<file path="src/gamepad_sample_event_generator_defines.svh">
// Assertion macros shared by the gamepad sample event generator RTL.
// Depends on nothing; included by the files that carry assertions.
`ifndef GAMEPAD_SAMPLE_EVENT_GENERATOR_DEFINES_SVH
`define GAMEPAD_SAMPLE_EVENT_GENERATOR_DEFINES_SVH

`ifndef SYNTHESIS

`define GSEV_ASSERT_IMP(label, clk, rst, ante, cons) \
   label: assert property (@(posedge clk) disable iff (rst) (ante) |-> (cons)) \
      else $error("gsev assertion failed");

`define GSEV_ASSERT_NXT(label, clk, rst, ante, cons) \
   label: assert property (@(posedge clk) disable iff (rst) (ante) |=> (cons)) \
      else $error("gsev assertion failed");

`else

`define GSEV_ASSERT_IMP(label, clk, rst, ante, cons)

`define GSEV_ASSERT_NXT(label, clk, rst, ante, cons)

`endif

`endif

</file>
<file path="src/gsev_pkg.sv">
// Types, constants and the button remap function of the gamepad event generator.
// Depends on nothing; used by every other file of the block but the assertion macro header.
package gsev_pkg;

   localparam int BUTTON_BITS    = 16;
   localparam int INDEX_BITS     = 4;
   localparam int AXIS_BITS      = 16;
   localparam int TRIG_BITS      = 8;
   localparam int CSR_INDEX_BITS = 3;
   localparam int CSR_DATA_BITS  = 16;
   localparam int PAD_LT_BIT     = 9;
   localparam int PAD_RT_BIT     = 11;

   localparam logic [15:0] CSR_ENABLED_RESET   = 16'd0;
   localparam logic [1:0]  CSR_PAD_RESET       = 2'd0;
   localparam logic [15:0] CSR_LEFT_DZ_RESET   = 16'd7849;
   localparam logic [15:0] CSR_RIGHT_DZ_RESET  = 16'd8689;
   localparam logic [7:0]  CSR_TRIG_THR_RESET  = 8'd30;

   localparam logic [BUTTON_BITS-1:0] NATIVE_MASK [BUTTON_BITS] = '{
      16'h0004, 16'h0001, 16'h0008, 16'h0002,
      16'h4000, 16'h8000, 16'h2000, 16'h1000,
      16'h0100, 16'h0000, 16'h0200, 16'h0000,
      16'h0040, 16'h0080, 16'h0010, 16'h0020
   };

   typedef enum logic [CSR_INDEX_BITS-1:0] {
      CSR_ENABLED   = 3'd0,
      CSR_PAD       = 3'd1,
      CSR_LEFT_DZ   = 3'd2,
      CSR_RIGHT_DZ  = 3'd3,
      CSR_TRIG_THR  = 3'd4
   } csr_index_type;

   typedef enum logic {
      EV_MOVE   = 1'b0,
      EV_BUTTON = 1'b1
   } event_kind_type;

   typedef enum logic [4:0] {
      S_IDLE = 5'b00001,
      S_AXIS = 5'b00010,
      S_TRIG = 5'b00100,
      S_MOVE = 5'b01000,
      S_SCAN = 5'b10000
   } state_type;

   typedef struct packed {
      logic                 enabled;
      logic [1:0]           pad_number;
      logic [AXIS_BITS-1:0] left_deadzone;
      logic [AXIS_BITS-1:0] right_deadzone;
      logic [TRIG_BITS-1:0] trigger_threshold;
   } cfg_type;

   typedef struct packed {
      logic                 is_axis;
      logic [AXIS_BITS-1:0] operand;
      logic [AXIS_BITS-1:0] limit;
      logic [AXIS_BITS-1:0] prior;
   } unit_in_type;

   typedef struct packed {
      logic                 pass;
      logic                 differs;
      logic [AXIS_BITS-1:0] value;
   } unit_out_type;

   typedef struct packed {
      logic                        event_kind;
      logic [1:0]                  slot;
      logic [INDEX_BITS-1:0]       button_index;
      logic                        button_down;
      logic signed [AXIS_BITS-1:0] out_left_x;
      logic signed [AXIS_BITS-1:0] out_left_y;
      logic signed [AXIS_BITS-1:0] out_right_x;
      logic signed [AXIS_BITS-1:0] out_right_y;
      logic [TRIG_BITS-1:0]        out_left_trigger;
      logic [TRIG_BITS-1:0]        out_right_trigger;
      logic                        last;
   } rsp_word_type;

   function automatic logic [BUTTON_BITS-1:0] remap_buttons(input logic [BUTTON_BITS-1:0] raw);
      logic [BUTTON_BITS-1:0] pad;
      pad = '0;
      for (int b = 0; b < BUTTON_BITS; b++) begin
         pad[b] = |(raw & NATIVE_MASK[b]);
      end
      return pad;
   endfunction

endpackage

</file>
<file path="src/gsev_if.sv">
// Channel interfaces of the gamepad event generator: sample, event and register write.
// Depends on gsev_pkg for field widths.
interface gsev_req_if;
   logic                                  valid;
   logic                                  ready;
   logic [gsev_pkg::BUTTON_BITS-1:0]      raw_buttons;
   logic [gsev_pkg::TRIG_BITS-1:0]        left_trigger;
   logic [gsev_pkg::TRIG_BITS-1:0]        right_trigger;
   logic signed [gsev_pkg::AXIS_BITS-1:0] left_x;
   logic signed [gsev_pkg::AXIS_BITS-1:0] left_y;
   logic signed [gsev_pkg::AXIS_BITS-1:0] right_x;
   logic signed [gsev_pkg::AXIS_BITS-1:0] right_y;
   logic                                  connected;

   modport source (output valid, raw_buttons, left_trigger, right_trigger,
                   left_x, left_y, right_x, right_y, connected, input ready);
   modport sink (input valid, raw_buttons, left_trigger, right_trigger,
                 left_x, left_y, right_x, right_y, connected, output ready);
endinterface

interface gsev_rsp_if;
   logic                                  valid;
   logic                                  ready;
   logic                                  event_kind;
   logic [1:0]                            slot;
   logic [gsev_pkg::INDEX_BITS-1:0]       button_index;
   logic                                  button_down;
   logic signed [gsev_pkg::AXIS_BITS-1:0] out_left_x;
   logic signed [gsev_pkg::AXIS_BITS-1:0] out_left_y;
   logic signed [gsev_pkg::AXIS_BITS-1:0] out_right_x;
   logic signed [gsev_pkg::AXIS_BITS-1:0] out_right_y;
   logic [gsev_pkg::TRIG_BITS-1:0]        out_left_trigger;
   logic [gsev_pkg::TRIG_BITS-1:0]        out_right_trigger;
   logic                                  last;

   modport source (output valid, event_kind, slot, button_index, button_down,
                   out_left_x, out_left_y, out_right_x, out_right_y,
                   out_left_trigger, out_right_trigger, last, input ready);
   modport sink (input valid, event_kind, slot, button_index, button_down,
                 out_left_x, out_left_y, out_right_x, out_right_y,
                 out_left_trigger, out_right_trigger, last, output ready);
endinterface

interface gsev_csr_if;
   logic                                valid;
   logic                                ready;
   logic [gsev_pkg::CSR_INDEX_BITS-1:0] index;
   logic [gsev_pkg::CSR_DATA_BITS-1:0]  data;

   modport source (output valid, index, data, input ready);
   modport sink (input valid, index, data, output ready);
endinterface

</file>
<file path="src/gsev_unit.sv">
// Shared compare unit: deadzone test of a stick axis or threshold test of a trigger,
// plus the change test against the kept value. Depends on gsev_pkg.
module gsev_unit (
   input  gsev_pkg::unit_in_type  unit_in,
   output gsev_pkg::unit_out_type unit_out
);

   logic [gsev_pkg::AXIS_BITS-1:0] mag;

   always_comb begin
      if (unit_in.is_axis && unit_in.operand[gsev_pkg::AXIS_BITS-1]) begin
         mag = (~unit_in.operand) + {{(gsev_pkg::AXIS_BITS-1){1'b0}}, 1'b1};
      end else begin
         mag = unit_in.operand;
      end
      unit_out.pass = (mag >= unit_in.limit);
      if (unit_in.is_axis && !unit_out.pass) begin
         unit_out.value = '0;
      end else begin
         unit_out.value = unit_in.operand;
      end
      unit_out.differs = (unit_out.value != unit_in.prior);
   end

endmodule

</file>
<file path="src/gsev_seq.sv">
// Sequencer of the gamepad event generator: kept pad state, the step sequence over the
// shared compare unit, the button scan and the output register. Depends on gsev_pkg,
// gsev_if, gsev_unit and the assertion macro header.
`include "gamepad_sample_event_generator_defines.svh"

module gsev_seq (
   input  logic              clock,
   input  logic              reset,
   input  gsev_pkg::cfg_type cfg,
   gsev_req_if.sink          req,
   gsev_rsp_if.source        rsp
);

   localparam int AB = gsev_pkg::AXIS_BITS;
   localparam int TB = gsev_pkg::TRIG_BITS;
   localparam int BB = gsev_pkg::BUTTON_BITS;
   localparam int IB = gsev_pkg::INDEX_BITS;

   gsev_pkg::state_type    state_ff, state_in;
   logic [1:0]             step_ff, step_in;
   logic [IB-1:0]          idx_ff, idx_in;
   logic                   moved_ff, moved_in;
   logic [BB-1:0]          pad_ff, pad_in;
   logic [BB-1:0]          rem_ff, rem_in;
   logic [BB-1:0]          held_ff, held_in;
   logic [AB-1:0]          axis_ff [4];
   logic [AB-1:0]          axis_in [4];
   logic [AB-1:0]          dead_ff [4];
   logic [AB-1:0]          dead_in [4];
   logic [AB-1:0]          last_axis_ff [4];
   logic [AB-1:0]          last_axis_in [4];
   logic [TB-1:0]          trig_ff [2];
   logic [TB-1:0]          trig_in [2];
   logic [TB-1:0]          last_trig_ff [2];
   logic [TB-1:0]          last_trig_in [2];
   logic                   out_valid_ff, out_valid_in;
   gsev_pkg::rsp_word_type out_word_ff, out_word_in;

   gsev_pkg::unit_in_type  unit_in;
   gsev_pkg::unit_out_type unit_out;
   logic                   out_free;
   logic [BB-1:0]          changed;
   logic [BB-1:0]          rem_next;

   gsev_unit u_unit (
      .unit_in  (unit_in),
      .unit_out (unit_out)
   );

   assign out_free = !out_valid_ff || rsp.ready;
   assign changed  = held_ff ^ pad_ff;
   assign req.ready = (state_ff == gsev_pkg::S_IDLE);

   always_comb begin
      if (state_ff == gsev_pkg::S_TRIG) begin
         unit_in.is_axis = 1'b0;
         unit_in.operand = {{(AB-TB){1'b0}}, trig_ff[step_ff[0]]};
         unit_in.limit   = {{(AB-TB){1'b0}}, cfg.trigger_threshold};
         unit_in.prior   = {{(AB-TB){1'b0}}, last_trig_ff[step_ff[0]]};
      end else begin
         unit_in.is_axis = 1'b1;
         unit_in.operand = axis_ff[step_ff];
         unit_in.limit   = step_ff[1] ? cfg.right_deadzone : cfg.left_deadzone;
         unit_in.prior   = last_axis_ff[step_ff];
      end
   end

   always_comb begin
      state_in     = state_ff;
      step_in      = step_ff;
      idx_in       = idx_ff;
      moved_in     = moved_ff;
      pad_in       = pad_ff;
      rem_in       = rem_ff;
      held_in      = held_ff;
      axis_in      = axis_ff;
      dead_in      = dead_ff;
      last_axis_in = last_axis_ff;
      trig_in      = trig_ff;
      last_trig_in = last_trig_ff;
      out_valid_in = out_valid_ff && !rsp.ready;
      out_word_in  = out_word_ff;
      rem_next     = rem_ff;
      rem_next[idx_ff] = 1'b0;

      unique case (state_ff)
         gsev_pkg::S_IDLE: begin
            if (req.valid) begin
               if (!cfg.enabled || !req.connected) begin
                  held_in      = '0;
                  last_axis_in = '{default: '0};
                  last_trig_in = '{default: '0};
               end else begin
                  pad_in     = gsev_pkg::remap_buttons(req.raw_buttons);
                  axis_in[0] = req.left_x;
                  axis_in[1] = req.left_y;
                  axis_in[2] = req.right_x;
                  axis_in[3] = req.right_y;
                  trig_in[0] = req.left_trigger;
                  trig_in[1] = req.right_trigger;
                  moved_in   = 1'b0;
                  step_in    = '0;
                  state_in   = gsev_pkg::S_AXIS;
               end
            end
         end
         gsev_pkg::S_AXIS: begin
            dead_in[step_ff] = unit_out.value;
            moved_in = moved_ff || unit_out.differs;
            step_in  = step_ff + 2'd1;
            if (step_ff == 2'd3) begin
               state_in = gsev_pkg::S_TRIG;
            end
         end
         gsev_pkg::S_TRIG: begin
            moved_in = moved_ff || unit_out.differs;
            if (step_ff[0]) begin
               if (unit_out.pass) begin
                  pad_in[gsev_pkg::PAD_RT_BIT] = 1'b1;
               end
               step_in  = '0;
               state_in = gsev_pkg::S_MOVE;
            end else begin
               if (unit_out.pass) begin
                  pad_in[gsev_pkg::PAD_LT_BIT] = 1'b1;
               end
               step_in = step_ff + 2'd1;
            end
         end
         gsev_pkg::S_MOVE: begin
            if (!moved_ff || out_free) begin
               if (moved_ff) begin
                  out_valid_in                  = 1'b1;
                  out_word_in.event_kind        = gsev_pkg::EV_MOVE;
                  out_word_in.slot              = cfg.pad_number;
                  out_word_in.button_index      = '0;
                  out_word_in.button_down       = 1'b0;
                  out_word_in.out_left_x        = dead_ff[0];
                  out_word_in.out_left_y        = dead_ff[1];
                  out_word_in.out_right_x       = dead_ff[2];
                  out_word_in.out_right_y       = dead_ff[3];
                  out_word_in.out_left_trigger  = trig_ff[0];
                  out_word_in.out_right_trigger = trig_ff[1];
                  out_word_in.last              = (changed == '0);
               end
               rem_in       = changed;
               idx_in       = '0;
               held_in      = pad_ff;
               last_axis_in = dead_ff;
               last_trig_in = trig_ff;
               state_in     = gsev_pkg::S_SCAN;
            end
         end
         gsev_pkg::S_SCAN: begin
            if (rem_ff == '0) begin
               state_in = gsev_pkg::S_IDLE;
            end else if (rem_ff[idx_ff]) begin
               if (out_free) begin
                  out_valid_in                  = 1'b1;
                  out_word_in.event_kind        = gsev_pkg::EV_BUTTON;
                  out_word_in.slot              = cfg.pad_number;
                  out_word_in.button_index      = idx_ff;
                  out_word_in.button_down       = pad_ff[idx_ff];
                  out_word_in.out_left_x        = '0;
                  out_word_in.out_left_y        = '0;
                  out_word_in.out_right_x       = '0;
                  out_word_in.out_right_y       = '0;
                  out_word_in.out_left_trigger  = '0;
                  out_word_in.out_right_trigger = '0;
                  out_word_in.last              = (rem_next == '0);
                  rem_in = rem_next;
                  idx_in = idx_ff + {{(IB-1){1'b0}}, 1'b1};
               end
            end else begin
               idx_in = idx_ff + {{(IB-1){1'b0}}, 1'b1};
            end
         end
         default: begin
            state_in = gsev_pkg::S_IDLE;
         end
      endcase
   end

   always_ff @(posedge clock) begin
      if (reset) begin
         state_ff     <= gsev_pkg::S_IDLE;
         step_ff      <= '0;
         idx_ff       <= '0;
         moved_ff     <= 1'b0;
         rem_ff       <= '0;
         pad_ff       <= '0;
         held_ff      <= '0;
         last_axis_ff <= '{default: '0};
         last_trig_ff <= '{default: '0};
         out_valid_ff <= 1'b0;
      end else begin
         state_ff     <= state_in;
         step_ff      <= step_in;
         idx_ff       <= idx_in;
         moved_ff     <= moved_in;
         rem_ff       <= rem_in;
         pad_ff       <= pad_in;
         held_ff      <= held_in;
         last_axis_ff <= last_axis_in;
         last_trig_ff <= last_trig_in;
         out_valid_ff <= out_valid_in;
      end
   end

   always_ff @(posedge clock) begin
      axis_ff     <= axis_in;
      dead_ff     <= dead_in;
      trig_ff     <= trig_in;
      out_word_ff <= out_word_in;
   end

   assign rsp.valid             = out_valid_ff;
   assign rsp.event_kind        = out_word_ff.event_kind;
   assign rsp.slot              = out_word_ff.slot;
   assign rsp.button_index      = out_word_ff.button_index;
   assign rsp.button_down       = out_word_ff.button_down;
   assign rsp.out_left_x        = out_word_ff.out_left_x;
   assign rsp.out_left_y        = out_word_ff.out_left_y;
   assign rsp.out_right_x       = out_word_ff.out_right_x;
   assign rsp.out_right_y       = out_word_ff.out_right_y;
   assign rsp.out_left_trigger  = out_word_ff.out_left_trigger;
   assign rsp.out_right_trigger = out_word_ff.out_right_trigger;
   assign rsp.last              = out_word_ff.last;

   `GSEV_ASSERT_NXT(a_scan_end, clock, reset, (state_ff == gsev_pkg::S_SCAN) && (rem_ff == '0), state_ff == gsev_pkg::S_IDLE)
   `GSEV_ASSERT_IMP(a_scan_committed, clock, reset, state_ff == gsev_pkg::S_SCAN, held_ff == pad_ff)
   `GSEV_ASSERT_IMP(a_button_word_clean, clock, reset, out_valid_ff && (out_word_ff.event_kind == gsev_pkg::EV_BUTTON), (out_word_ff.out_left_x == '0) && (out_word_ff.out_left_y == '0) && (out_word_ff.out_right_x == '0) && (out_word_ff.out_right_y == '0) && (out_word_ff.out_left_trigger == '0) && (out_word_ff.out_right_trigger == '0))
   `GSEV_ASSERT_NXT(a_start_steps, clock, reset, req.valid && req.ready && cfg.enabled && req.connected, state_ff == gsev_pkg::S_AXIS)

endmodule

</file>
<file path="src/gamepad_sample_event_generator.sv">
// Top level of the gamepad sample event generator: register file and sequencer.
// Depends on gsev_pkg, gsev_if and gsev_seq.
//
// One poll sample is taken per req word. A sample that arrives while the slot is disabled
// or the pad is disconnected clears the kept pad state and yields no word. Otherwise a
// single compare unit is stepped over the four stick axes and the two triggers, then the
// move word is issued if anything moved, and the pad bits are scanned one per cycle up to
// the highest changed bit, one button word for each changed bit. The move word and each
// button word wait while the output register holds a word that rsp has not taken. req is
// ready only between samples; a finished word waits in the output register while the next
// sample is taken. csr is always ready, and registers are to be written only while no
// sample is in flight.
module gamepad_sample_event_generator (
   input  logic       clock,
   input  logic       reset,
   gsev_req_if.sink   req_bus,
   gsev_rsp_if.source rsp_bus,
   gsev_csr_if.sink   csr_bus
);

   logic                              enabled_ff;
   logic [1:0]                        pad_number_ff;
   logic [gsev_pkg::AXIS_BITS-1:0]    left_dz_ff;
   logic [gsev_pkg::AXIS_BITS-1:0]    right_dz_ff;
   logic [gsev_pkg::TRIG_BITS-1:0]    trig_thr_ff;
   gsev_pkg::cfg_type                 cfg;

   assign csr_bus.ready = 1'b1;

   always_ff @(posedge clock) begin
      if (reset) begin
         enabled_ff    <= gsev_pkg::CSR_ENABLED_RESET[0];
         pad_number_ff <= gsev_pkg::CSR_PAD_RESET;
         left_dz_ff    <= gsev_pkg::CSR_LEFT_DZ_RESET;
         right_dz_ff   <= gsev_pkg::CSR_RIGHT_DZ_RESET;
         trig_thr_ff   <= gsev_pkg::CSR_TRIG_THR_RESET;
      end else if (csr_bus.valid) begin
         unique case (gsev_pkg::csr_index_type'(csr_bus.index))
            gsev_pkg::CSR_ENABLED:  enabled_ff    <= csr_bus.data[0];
            gsev_pkg::CSR_PAD:      pad_number_ff <= csr_bus.data[1:0];
            gsev_pkg::CSR_LEFT_DZ:  left_dz_ff    <= csr_bus.data;
            gsev_pkg::CSR_RIGHT_DZ: right_dz_ff   <= csr_bus.data;
            gsev_pkg::CSR_TRIG_THR: trig_thr_ff   <= csr_bus.data[gsev_pkg::TRIG_BITS-1:0];
            default: begin
            end
         endcase
      end
   end

   assign cfg.enabled           = enabled_ff;
   assign cfg.pad_number        = pad_number_ff;
   assign cfg.left_deadzone     = left_dz_ff;
   assign cfg.right_deadzone    = right_dz_ff;
   assign cfg.trigger_threshold = trig_thr_ff;

   gsev_seq u_seq (
      .clock (clock),
      .reset (reset),
      .cfg   (cfg),
      .req   (req_bus),
      .rsp   (rsp_bus)
   );

endmodule
</file>
<file path="src/flat_wrapper.sv">
// flat-port wrapper written by rule: the top's interface ports become plain ports
module gamepad_sample_event_generator_flat 
  (clock, reset, req_bus_valid, req_bus_raw_buttons, req_bus_left_trigger, req_bus_right_trigger, req_bus_left_x, req_bus_left_y, req_bus_right_x, req_bus_right_y, req_bus_connected, req_bus_ready, rsp_bus_valid, rsp_bus_event_kind, rsp_bus_slot, rsp_bus_button_index, rsp_bus_button_down, rsp_bus_out_left_x, rsp_bus_out_left_y, rsp_bus_out_right_x, rsp_bus_out_right_y, rsp_bus_out_left_trigger, rsp_bus_out_right_trigger, rsp_bus_last, rsp_bus_ready, csr_bus_valid, csr_bus_index, csr_bus_data, csr_bus_ready);
  gsev_req_if req_bus_i ();
  gsev_rsp_if rsp_bus_i ();
  gsev_csr_if csr_bus_i ();
  input  logic clock;
  input  logic reset;
  input wire logic [$bits(req_bus_i.valid)-1:0] req_bus_valid;
  input wire logic [$bits(req_bus_i.raw_buttons)-1:0] req_bus_raw_buttons;
  input wire logic [$bits(req_bus_i.left_trigger)-1:0] req_bus_left_trigger;
  input wire logic [$bits(req_bus_i.right_trigger)-1:0] req_bus_right_trigger;
  input wire logic [$bits(req_bus_i.left_x)-1:0] req_bus_left_x;
  input wire logic [$bits(req_bus_i.left_y)-1:0] req_bus_left_y;
  input wire logic [$bits(req_bus_i.right_x)-1:0] req_bus_right_x;
  input wire logic [$bits(req_bus_i.right_y)-1:0] req_bus_right_y;
  input wire logic [$bits(req_bus_i.connected)-1:0] req_bus_connected;
  output wire logic [$bits(req_bus_i.ready)-1:0] req_bus_ready;
  output wire logic [$bits(rsp_bus_i.valid)-1:0] rsp_bus_valid;
  output wire logic [$bits(rsp_bus_i.event_kind)-1:0] rsp_bus_event_kind;
  output wire logic [$bits(rsp_bus_i.slot)-1:0] rsp_bus_slot;
  output wire logic [$bits(rsp_bus_i.button_index)-1:0] rsp_bus_button_index;
  output wire logic [$bits(rsp_bus_i.button_down)-1:0] rsp_bus_button_down;
  output wire logic [$bits(rsp_bus_i.out_left_x)-1:0] rsp_bus_out_left_x;
  output wire logic [$bits(rsp_bus_i.out_left_y)-1:0] rsp_bus_out_left_y;
  output wire logic [$bits(rsp_bus_i.out_right_x)-1:0] rsp_bus_out_right_x;
  output wire logic [$bits(rsp_bus_i.out_right_y)-1:0] rsp_bus_out_right_y;
  output wire logic [$bits(rsp_bus_i.out_left_trigger)-1:0] rsp_bus_out_left_trigger;
  output wire logic [$bits(rsp_bus_i.out_right_trigger)-1:0] rsp_bus_out_right_trigger;
  output wire logic [$bits(rsp_bus_i.last)-1:0] rsp_bus_last;
  input wire logic [$bits(rsp_bus_i.ready)-1:0] rsp_bus_ready;
  input wire logic [$bits(csr_bus_i.valid)-1:0] csr_bus_valid;
  input wire logic [$bits(csr_bus_i.index)-1:0] csr_bus_index;
  input wire logic [$bits(csr_bus_i.data)-1:0] csr_bus_data;
  output wire logic [$bits(csr_bus_i.ready)-1:0] csr_bus_ready;
  assign req_bus_i.valid = req_bus_valid;
  assign req_bus_i.raw_buttons = req_bus_raw_buttons;
  assign req_bus_i.left_trigger = req_bus_left_trigger;
  assign req_bus_i.right_trigger = req_bus_right_trigger;
  assign req_bus_i.left_x = req_bus_left_x;
  assign req_bus_i.left_y = req_bus_left_y;
  assign req_bus_i.right_x = req_bus_right_x;
  assign req_bus_i.right_y = req_bus_right_y;
  assign req_bus_i.connected = req_bus_connected;
  assign req_bus_ready = req_bus_i.ready;
  assign rsp_bus_valid = rsp_bus_i.valid;
  assign rsp_bus_event_kind = rsp_bus_i.event_kind;
  assign rsp_bus_slot = rsp_bus_i.slot;
  assign rsp_bus_button_index = rsp_bus_i.button_index;
  assign rsp_bus_button_down = rsp_bus_i.button_down;
  assign rsp_bus_out_left_x = rsp_bus_i.out_left_x;
  assign rsp_bus_out_left_y = rsp_bus_i.out_left_y;
  assign rsp_bus_out_right_x = rsp_bus_i.out_right_x;
  assign rsp_bus_out_right_y = rsp_bus_i.out_right_y;
  assign rsp_bus_out_left_trigger = rsp_bus_i.out_left_trigger;
  assign rsp_bus_out_right_trigger = rsp_bus_i.out_right_trigger;
  assign rsp_bus_last = rsp_bus_i.last;
  assign rsp_bus_i.ready = rsp_bus_ready;
  assign csr_bus_i.valid = csr_bus_valid;
  assign csr_bus_i.index = csr_bus_index;
  assign csr_bus_i.data = csr_bus_data;
  assign csr_bus_ready = csr_bus_i.ready;
  gamepad_sample_event_generator u_core (.clock(clock), .reset(reset), .req_bus(req_bus_i), .rsp_bus(rsp_bus_i), .csr_bus(csr_bus_i));
endmodule
</file>
<file path="config.mk">
export PLATFORM = sky130hd
export DESIGN_NAME = gamepad_sample_event_generator_flat
export DESIGN_NICKNAME = d
export VERILOG_FILES = /design/src/gsev_pkg.sv /design/src/gsev_if.sv /design/src/gsev_unit.sv /design/src/gsev_seq.sv /design/src/gamepad_sample_event_generator.sv /design/src/flat_wrapper.sv
export VERILOG_INCLUDE_DIRS = /design/src /design/src/src
export SDC_FILE = /design/constraint.sdc
export NUM_CORES = 1
export LEC_CHECK = 0
export ABC_CLOCK_PERIOD_IN_PS = 17750
export BUFFER_PORTS_ARGS = -buffer_cell sky130_fd_sc_hd__buf_2
export CAP_MARGIN = 40
export CORE_ASPECT_RATIO = 0.8
export CORE_MARGIN = 2
export CORE_UTILIZATION = 57
export DETAILED_ROUTE_END_ITERATION = 7
export PLACE_DENSITY = 0.87
export SLEW_MARGIN = 30
export SYNTH_ARGS = -nofsm -noshare
export SYNTH_HDL_FRONTEND = slang
export SYNTH_SLANG_ARGS = --single-unit
</file>
<file path="constraint.sdc">
create_clock -name clock -period 17.75 [get_ports clock]
set_input_delay 0.8875 -clock clock [delete_from_list [all_inputs] [get_ports clock]]
set_output_delay 0.8875 -clock clock [all_outputs]
set_load 0.02 [all_outputs]
</file>
* Yosys cells after proc, flatten, opt, wreduce, memory -nomap -nowiden
Cells that the tools add are included.
** Word-level totals
- Output and inout bits :: 92
- Register bits after elaboration :: 417
- Bits of input ports :: 121
** Operators by class
- $add $sub $neg :: 3
- Mux-type cells :: 78
- $lt $le $gt $ge :: 6
- Equal/unequal tests :: 25
- Bitwise gates (word level) :: 7
- Reduce and logical (&&, ||, !) cells :: 40
** Operators with widths (number)
- $mux 89 :: 5
- $mux 16 :: 16
- $mux 64 :: 3
- $pmux 89 s2 :: 1
- $pmux 64 s2 :: 1
- $pmux 16 s2 :: 3
- $bmux 16 s2 :: 2
- $bwmux 64 :: 1
- $mux 49 :: 1
- $logic_not 16->1 :: 3
- $mux 8 :: 6
- $demux 16 s2 :: 1
- $not 16->16 :: 2
- $mux 5 :: 6
- $pmux 5 s5 :: 1
- $mux 12 :: 2
- $ne 2x2->1 const B :: 11
- $add 16x1->16 const B :: 1
- $and 16x16->16 :: 1
- $ge 16x16->1 :: 1
- $mux 4 :: 4
- $ne 16x16->1 :: 1
- $xor 16x16->16 :: 1
- $reduce_and 5->1 :: 3
- other kinds (39) :: 82

* Logic depth before layout (Yosys ltp)
Gate-level depths: netlist of run 1.
- Word-level depth :: 15
- Mapped depth :: 22
- Gate-level depth less buffers :: 18

* By module
Synthesis of run 1 repeated with hierarchy kept, for this count alone.
** Second synthesis, totals
- Cell total of the unflattened synthesis :: 1621
- Area total of the unflattened synthesis :: 18420.2 um^2
** Modules (own cells, without submodules)
- gsev_seq :: instances 1, area an instance 15354.7 um^2, cells an instance 1263
- gamepad_sample_event_generator :: instances 1, area an instance 1818.0 um^2, cells an instance 180
- gsev_unit :: instances 1, area an instance 1247.4 um^2, cells an instance 178

* Worst setup path before layout of run 1
Ideal clock, no wire load.
- Path type :: reg-to-reg
- Start :: reg u_core.u_seq.state_ff[1]
- End :: reg u_core.u_seq.out_word_ff (netlist bit u_core.u_seq.rsp.button_down), enable pin
- Buffers on the path :: 1
- Cell stages (with the launch flop) :: 7
- Path slack :: 9.068 ns
- Clock period less this slack :: 8.682 ns
- Data arrival time :: 8.013 ns
- Cell sequence :: dfxtp_1 or3_1 or3b_2 clkbuf_1 inv_1 a21oi_1 a211oi_1
** Between the ends
- Longest elaborated chain between the ends :: 3
** Ends and longest elaborated chain
- from (decl) :: line gsev_seq.sv:19 : gsev_pkg::state_type state_ff, state_in;
- from (signal assigned) :: line gsev_seq.sv:186 : state_ff <= gsev_pkg::S_IDLE;
- from (signal assigned) :: line gsev_seq.sv:197 : state_ff <= state_in;
- $eq 5x4->1 / $eq 5x5->1 (equally long branches) :: line gsev_seq.sv:86 : unique case (state_ff)
- $ne 2x2->1 (no line) / $reduce_bool 2->1 (equally long branches)
- $reduce_and 6->1 (no line) *
- to (signal assigned) :: line gsev_seq.sv:214 : out_word_ff <= out_word_in;
- to (decl) :: line gsev_seq.sv:37 : gsev_pkg::rsp_word_type out_word_ff, out_word_in;
Mark *: on every way between the ends. The rest lies on a longest branch, timed or not.
A chain may end at the register's enable or synchronous reset.

* Final worst setup path of run 1
- Start :: reg u_core.u_seq.step_ff[0]
- End :: reg u_core.u_seq.moved_ff
** Between the ends
- Longest elaborated chain between the ends :: 15
** Ends and longest elaborated chain
- from (decl) :: line gsev_seq.sv:20 : logic [1:0] step_ff, step_in;
- from (signal assigned) :: line gsev_seq.sv:198 : step_ff <= step_in;
- $not 2->3 (not written as such) / $not 1->2 (equally long branches)
- $bmux 16 s2 / $mux 8 (equally long branches) :: line gsev_seq.sv:62, gsev_seq.sv:57
- $mux 16 (not written as such) / $mux 8 (equally long branches) (2 in series) :: line gsev_seq.sv:62, gsev_seq.sv:57
- $mux 49 * :: line gsev_seq.sv:55 : if (state_ff == gsev_pkg::S_TRIG) begin
- $not 16->16 :: line gsev_unit.sv:12 : mag = (~unit_in.operand) + {{(gsev_pkg::AXIS_BITS-1){1'b0}}, 1'b1};
- $add 16x1->16 :: line gsev_unit.sv:12
- $mux 16 :: line gsev_unit.sv:11 : if (unit_in.is_axis && unit_in.operand[gsev_pkg::AXIS_BITS-1]) begin
- $ge 16x16->1 :: line gsev_unit.sv:16 : unit_out.pass = (mag >= unit_in.limit);
- $logic_not 1->1 :: line gsev_unit.sv:17 : if (unit_in.is_axis && !unit_out.pass) begin
- $logic_and 1x1->1 :: line gsev_unit.sv:17
- $mux 16 :: line gsev_unit.sv:17
- $ne 16x16->1 * :: line gsev_unit.sv:22 : unit_out.differs = (unit_out.value != unit_in.prior);
- $logic_or 1x1->1 * :: line gsev_seq.sv:109, gsev_seq.sv:116
- $pmux 1 s2 * :: line gsev_seq.sv:86
- to (signal assigned) :: line gsev_seq.sv:200 : moved_ff <= moved_in;
- to (decl) :: line gsev_seq.sv:22 : logic moved_ff, moved_in;
Mark *: on every way between the ends. The rest lies on a longest branch, timed or not. The select of a mux whose other input is x is not followed.

==> impl_metrics.toml, run 1 <==
[outcome]
outcome = "complete, no violations"

[final_layout]
nNetsFinal = 1918
syn2layout_area_growth_pct = 15.5
reg_top3 = "u_core.u_seq.axis_ff x64, u_core.u_seq.dead_ff x64, u_core.u_seq.last_axis_ff x64"
final_core_util = 0.674
fin_cells = 2218
design_area_um2 = 20600
drive_gt1_frac = 0.202

[detailed_routing]
finalWirelength_um = 44500
drc = 0
drtPass1Iterations = 5
antenna_left = 0
drtIter0Drc = 1520
vias = 13269
wl_per_cell_um = 20.1
vias_per_cell = 5.98

[setup_path]
endpoint_kind = "flip-flop"
crit_chain = "buf_4 -> mux2i_1 -> nor3_1 -> a21oi_1 -> ha_1 -> nand2_1 -> nand4b_1 -> o21ai_0 -> xor2_1 -> nor2_1 -> ha_1 -> a21o_1 -> a21o_1 -> a221o_1 -> a211oi_1 -> buf_4 -> a21oi_1 -> or4_4 -> a2111oi_4 -> a31oi_1"
crit_buf_inv = 2
max_stage_delay_ps = 680
required_ps = 18180
crit_family = "compound AO/OA/AOI/OAI gates"
cp_max_fo = 43
arrival_ps = 6120
path_class = "flip-flop to flip-flop"
start_kind = "flip-flop"
cp_slowest_cell = "buf_4"

[global_route]
grt_pass1_wl_um = 69500
overflow = 0
grt.total_usage = 0.270
antenna_found_initial = 2
grt_pass1_vias = 12821
grt_max_degree = 100

[yosys]
synth_top_family_by_area = "simple AND/OR/NAND/NOR gates"
synth-edff-count = 233
ys_seq_area_frac = 0.599
yosys.area_share.adder = 0.0175
ys_seq_elements = 417
syn_inst = 1603
synthMuxAreaShare = 0.0765
synth_warnings = 0
syn_nets = 1749
synthSimpleGateAreaFrac = 0.168
synth_xor_area_frac = 0.0177
synth_compound_area_frac = 0.0915
netlist_area_um2 = 17800
ys_types = 70
synth.avg_cell_area_um2 = 11.1
synth_ff_type = "edfxtp_1"
async_reset_ff_frac = 0

[sta]
setup_viol = 0
whs_ps = 435
hold_viol = 0
slew_headroom = 0.454
slew_violations = 0
final.period_utilization = 0.320
worst_slew_pin_slew_ps = 819
finalClockSkew_ps = 28.0
timing.setup.tns_ps = 0
min_period_ps = 5680
fmax_mhz = 176
rsz0062_at_grt = "no"

[placement]
place_area_um2 = 19200
dpl.cell_count = 2139
gp_congestion = 0.924
dpl.hpwl_um = 30000
portBuffers = 209

[job]
cap_viol_max_count = 0

[floorplanning]
pin_count = 213
start_util = 0.583
die_w_um = 202
die_area_um2 = 32700
rows = 57
core_um2 = 30600
die_y_um = 162

[min_path]
min_path_type = "flip-flop to flip-flop"

[clock_tree]
htreeDepth = 2
cts_root_buffer = "clkbuf_16"
post_cts_resized = 0
clk_pin_slew_worst_paths_ps = 70
insertion_delay_ps = 560
cts_inserted_buffers = 40
clockBufferDepth = 3
cts_tree = "built"
post_cts_buffers = 0
cts_sinks = 417
hold_buffers = 0

[power]
leakagePower_uw = 0.00732
ir_drop_mv = 0.0726
p_per_area_nw_per_um2 = 106
[metal layers]
metal,track usage,up-vias,part of all wire
met5,0,-,0.00054
met4,0.0812,4,0.024
met3,0.0714,95,0.11
met2,0.422,739,0.46
met1,0.374,6359,0.40
li1,-,6072,-
[worst reg2reg max path: stages (launching register included)]
cell and delay (ps):
dfxtp_4 520, buf_4 680, mux2i_1 280, nor3_1 60
a21oi_1 570, ha_1 380, nand2_1 80, nand4b_1 210
o21ai_0 240, xor2_1 190, nor2_1 70, ha_1 230
a21o_1 160, a21o_1 170, a221o_1 320, a211oi_1 230
buf_4 240, a21oi_1 60, or4_4 490, a2111oi_4 290
a31oi_1 120
[logic make-up (layout without fill, tap and decap cells)]
group                      Yosys count  count (layout)
muxes                               82              82
xor gates and xnor gates            36              36
adders and majority gates           25              25
other                                1               2
buffers and inverters              128             329
DFF                                417             417
AOI/OAI and AO/OA                  289             289
and+or+nand+nor                    625             625
[report_power, final]
group / internal, µW / switching, µW / total, µW
Combinational: 110 / 180 / 290
Clock: 472 / 362 / 834
Sequential: 1040 / 12.7 / 1050
[final cells by class]
| class | count | area (µm²) |
|---|---|---|
| inverters | 20 | 76.3 |
| multi-input cells | 1058 | 6670 |
| flip-flops and latches | 417 | 10700 |
| well taps | 413 | 517 |
| clock inverters | 20 | 184 |
| clock buffers | 54 | 1110 |
| fillers | 2169 | 9980 |
| diodes | 1 | 2.50 |
| repair buffers | 235 | 1370 |
[Yosys cell counts, types with 4 or more instances]
library cell,number,area [µm²]
nand3b_1,19,143
mux4_1,8,210
nor2_1,60,225
xor2_1,24,210
inv_1,19,71.3
nand2_1,259,972
mux2i_1,31,310
xnor2_1,12,105
edfxtp_1,233,7000
dfxtp_1,184,3680
or2_2,6,37.5
nor3_1,25,125
nand4_1,6,37.5
o22ai_1,6,37.5
a31oi_1,9,56.3
and3_1,5,31.3
o21ai_0,31,155
nor2b_1,7,43.8
clkbuf_1,85,319
a21oi_1,197,986
mux4_2,32,721
nand2b_1,10,62.6
nor4_1,11,68.8
buf_1,5,18.8
nand3_1,110,551
and2_1,94,588
a21o_1,4,30.0
mux2_2,11,124
o21ai_1,7,35.0
buf_2,12,60.1
ha_1,25,313
[metrics by stage]
step | total power, µW | setup slack, ps
2_1_floorplan | 1270 | 9070
3_3_place_gp | 1340 | 12130
3_5_place_dp | 1350 | 12010
4_1_cts | 2180 | 12010
5_1_grt | 2250 | 11600
6_report | 2180 | 12070
[layout by cell type (no fill, tap or decap), drive strengths merged, types with 31 or more instances in the layout]
master / count
and2: 94
mux4: 40
mux2i: 31
nand2: 259
nor2: 61
dfxtp: 184
nand3: 110
o21ai: 40
edfxtp: 233
buf: 235
a21oi: 198
clkbuf: 54
[path summary, 6_finish.rpt]
path	cells after the start	from	endpoint	slack [ps]
worst max-delay path	20	u_core.u_seq.step_ff[0]	u_core.u_seq.moved_ff	12070
worst min-delay path	0	u_core.pad_number_ff[0]	u_core.u_seq.rsp.slot[0]	430
worst max register to register	20	u_core.u_seq.step_ff[0]	u_core.u_seq.moved_ff	12070
worst min register to register	0	u_core.pad_number_ff[0]	u_core.u_seq.rsp.slot[0]	430
(Power assumes the default switching activity.)
==> inputs of run 2 (changes only) <==
- ABC_AREA: default -> 1
- ABC_CLOCK_PERIOD_IN_PS: 17750 -> 5700
- clock period: 17.75 -> 5.7 ns (I/O delays scaled with it)
==> run 2 against run 1 <==
  * Cell area up 7.3%
  * Register-to-register slack worse by 11000 ps
  * Combinational power rose to 5.0 times the previous value
  * Setup slack worse by 11000 ps
==> impl_metrics.toml, run 2 <==
[outcome]
outcome = "complete, no violations"

[job]
cap_viol_max_count = 0

[yosys]
synth_warnings = 0
ys_seq_elements = 417
synth_largest_area_cell = "edfxtp_1"
syn_nets = 2183
synth.avg_cell_area_um2 = 8.93
ys_seq_area_frac = 0.587
yosys-top-cells-area = "edfxtp_1 38%, dfxtp_1 20%, nand2_1 10%, nand3_1 5.4%, a21oi_1 4.2%"
async_reset_ff_frac = 0
netlist_area_um2 = 18200
synth_ff_type = "edfxtp_1"
yosys-top-cells-count = "501 x nand2_1, 233 x edfxtp_1, 198 x inv_1, 198 x nand3_1, 184 x dfxtp_1"
synth_top_area_frac = 0.385
syn_inst = 2037
synth.most_common_cell = "nand2_1"
synth-edff-count = 233
ys_types = 49

[global_route]
grt_pass1_vias = 15197
grt_pass1_wl_um = 80600
overflow = 0
antenna_found_initial = 0
grt.total_usage = 0.308
grt_max_degree = 84

[sta]
worst_slew_pin_slew_ps = 755
final.period_utilization = 0.830
setup_slack_ps = 969
finalClockSkew_ps = 14.8
min_period_ps = 4730
timing.setup.tns_ps = 0
hold_viol = 0
slew_violations = 0
whs_ps = 8.92
fmax_mhz = 211
rsz0062_at_grt = "no"
slew_headroom = 0.496
setup_viol = 0

[floorplanning]
die_y_um = 164
die_area_um2 = 33400
die_w_um = 204
core_um2 = 31400
pin_count = 213
rows = 58
start_util = 0.579

[final_layout]
fillCellCount = 2185
reg_top3 = "u_core.u_seq.axis_ff x64, u_core.u_seq.dead_ff x64, u_core.u_seq.last_axis_ff x64"
final_common_cell = "nand2_1"
final_cell_mix = "500 x nand2_1, 233 x edfxtp_1, 209 x buf_2, 198 x nand3_1, 197 x inv_1"
nNetsFinal = 2462
syn2layout_area_growth_pct = 21.5
drive_gt1_frac = 0.149
diodes = 0

[clock_tree]
cts_inserted_buffers = 42
htreeDepth = 2
hold_buffers = 105
clockBufferDepth = 3
post_cts_buffers = 0
cts_sinks = 417
cts_root_buffer = "clkbuf_16"
post_cts_resized = 0
clk_pin_slew_worst_paths_ps = 60
cts_tree = "built"
insertion_delay_ps = 570

[placement]
gp_congestion = 0.925
dpl.hpwl_um = 31400
portBuffers = 209
pre_cts_slack_ps = 1150

[setup_path]
max_stage_delay_ps = 360
start_kind = "flip-flop"
cp_slowest_cell = "dfxtp_1"
critPathCapture = "u_core.u_seq.moved_ff"
path_class = "flip-flop to flip-flop"
cp-startpoint = "u_core.u_seq.state_ff[0]"
cp_common_cell = "nand2_1"
crit_buf_inv = 7
crit_family = "simple AND/OR/NAND/NOR gates"
reg2regPathDepth = 32
required_ps = 6150
rrSetupSlack_ps = 970
reg2reg_to = "u_core.u_seq.moved_ff"
r2r-start = "u_core.u_seq.state_ff[0]"
endpoint_kind = "flip-flop"
cp_max_fo = 40
arrival_ps = 5190
path_depth = 32

[detailed_routing]
vias_per_cell = 5.72
finalWirelength_um = 51600
antenna_left = 0
vias = 15832
wl_per_cell_um = 18.6
drtIter0Drc = 2031
drtPass1Iterations = 7
drc = 0

[power]
leakagePower_uw = 0.00933
p_per_area_nw_per_um2 = 344
finalPower_uw = 7610
ir_drop_mv = 0.268

[min_path]
min_path_type = "primary input to flip-flop"
[run 2: how the worst min path moves through the flow]
stage,startpoint,endpoint,slack (ps),depth (start not counted)
finish,req_bus_raw_buttons[0],u_core.u_seq.pad_ff[1],9,3
global route,csr_bus_data[2],u_core.trig_thr_ff[2],30,3
CTS,req_bus_raw_buttons[0],u_core.u_seq.pad_ff[1],3,3
detailed placement,u_core.right_dz_ff[12],u_core.right_dz_ff[12],440,2
global placement,u_core.right_dz_ff[15],u_core.right_dz_ff[15],440,2
floorplan,req_bus_right_y[0],u_core.u_seq.axis_ff[0],380,0
[run 2: area by class of cell]
class	instances	area [µm²]	share of cell area
Clock buffer	62	1220	0.0550
Sequential cell	417	10700	0.483
Multi-Input combinational cell	1299	6260	0.283
Tap cell	420	526	0.0238
Clock inverter	16	209	0.00945
Timing Repair Buffer	346	2430	0.110
Inverter	210	790	0.0357
[run 2: worst register-to-register path: cells and delay by family (launching register included)]
kind | cells | cell delay [ps]
AO/OA/AOI/OAI | 2 | 120
flip-flops | 1 | 360
AND/OR/NAND/NOR | 20 | 2740
adder cells (fa/ha/maj) | 2 | 440
XOR/XNOR | 1 | 150
buffers and inverters | 7 | 810
[run 2: cell families (layout without fill, tap and decap cells)]
group / after synthesis / in the layout / synth area share
AO/OA/AOI/OAI: 318 / 318 / 0.0928
XOR/XNOR: 30 / 30 / 0.0144
adder cells (fa/ha/maj): 25 / 25 / 0.0172
buffers and inverters: 321 / 634 / 0.0712
flip-flops: 417 / 417 / 0.587
other: 1 / 1 / 0.000206
AND/OR/NAND/NOR: 925 / 925 / 0.217
[run 2: where the power goes]
part	switching (µW)	total (µW)	internal [µW]
clock	1200	2830	1640
combinational	1010	1450	442
sequential	34.5	3320	3290
total	2240	7610	5370
[run 2: per-stage QoR]
stage               cells   util  instance area, µm²
floorplan            2037      -               18200
global placement     2576  0.619               19400
detailed placement   2583  0.623               19600
CTS                  2766  0.702               22000
global route         2770  0.704               22100
finish               2770  0.704               22100
[run 2: layer usage]
| metal | vias to the layer above | GRT usage | wire length (µm) |
|---|---|---|---|
| li1 | 7288 | - | - |
| met1 | 7307 | 0.415 | 19900 |
| met2 | 1086 | 0.500 | 24100 |
| met3 | 151 | 0.0567 | 5820 |
| met4 | 0 | 0.117 | 1840 |
| met5 | - | 0 | 0 |
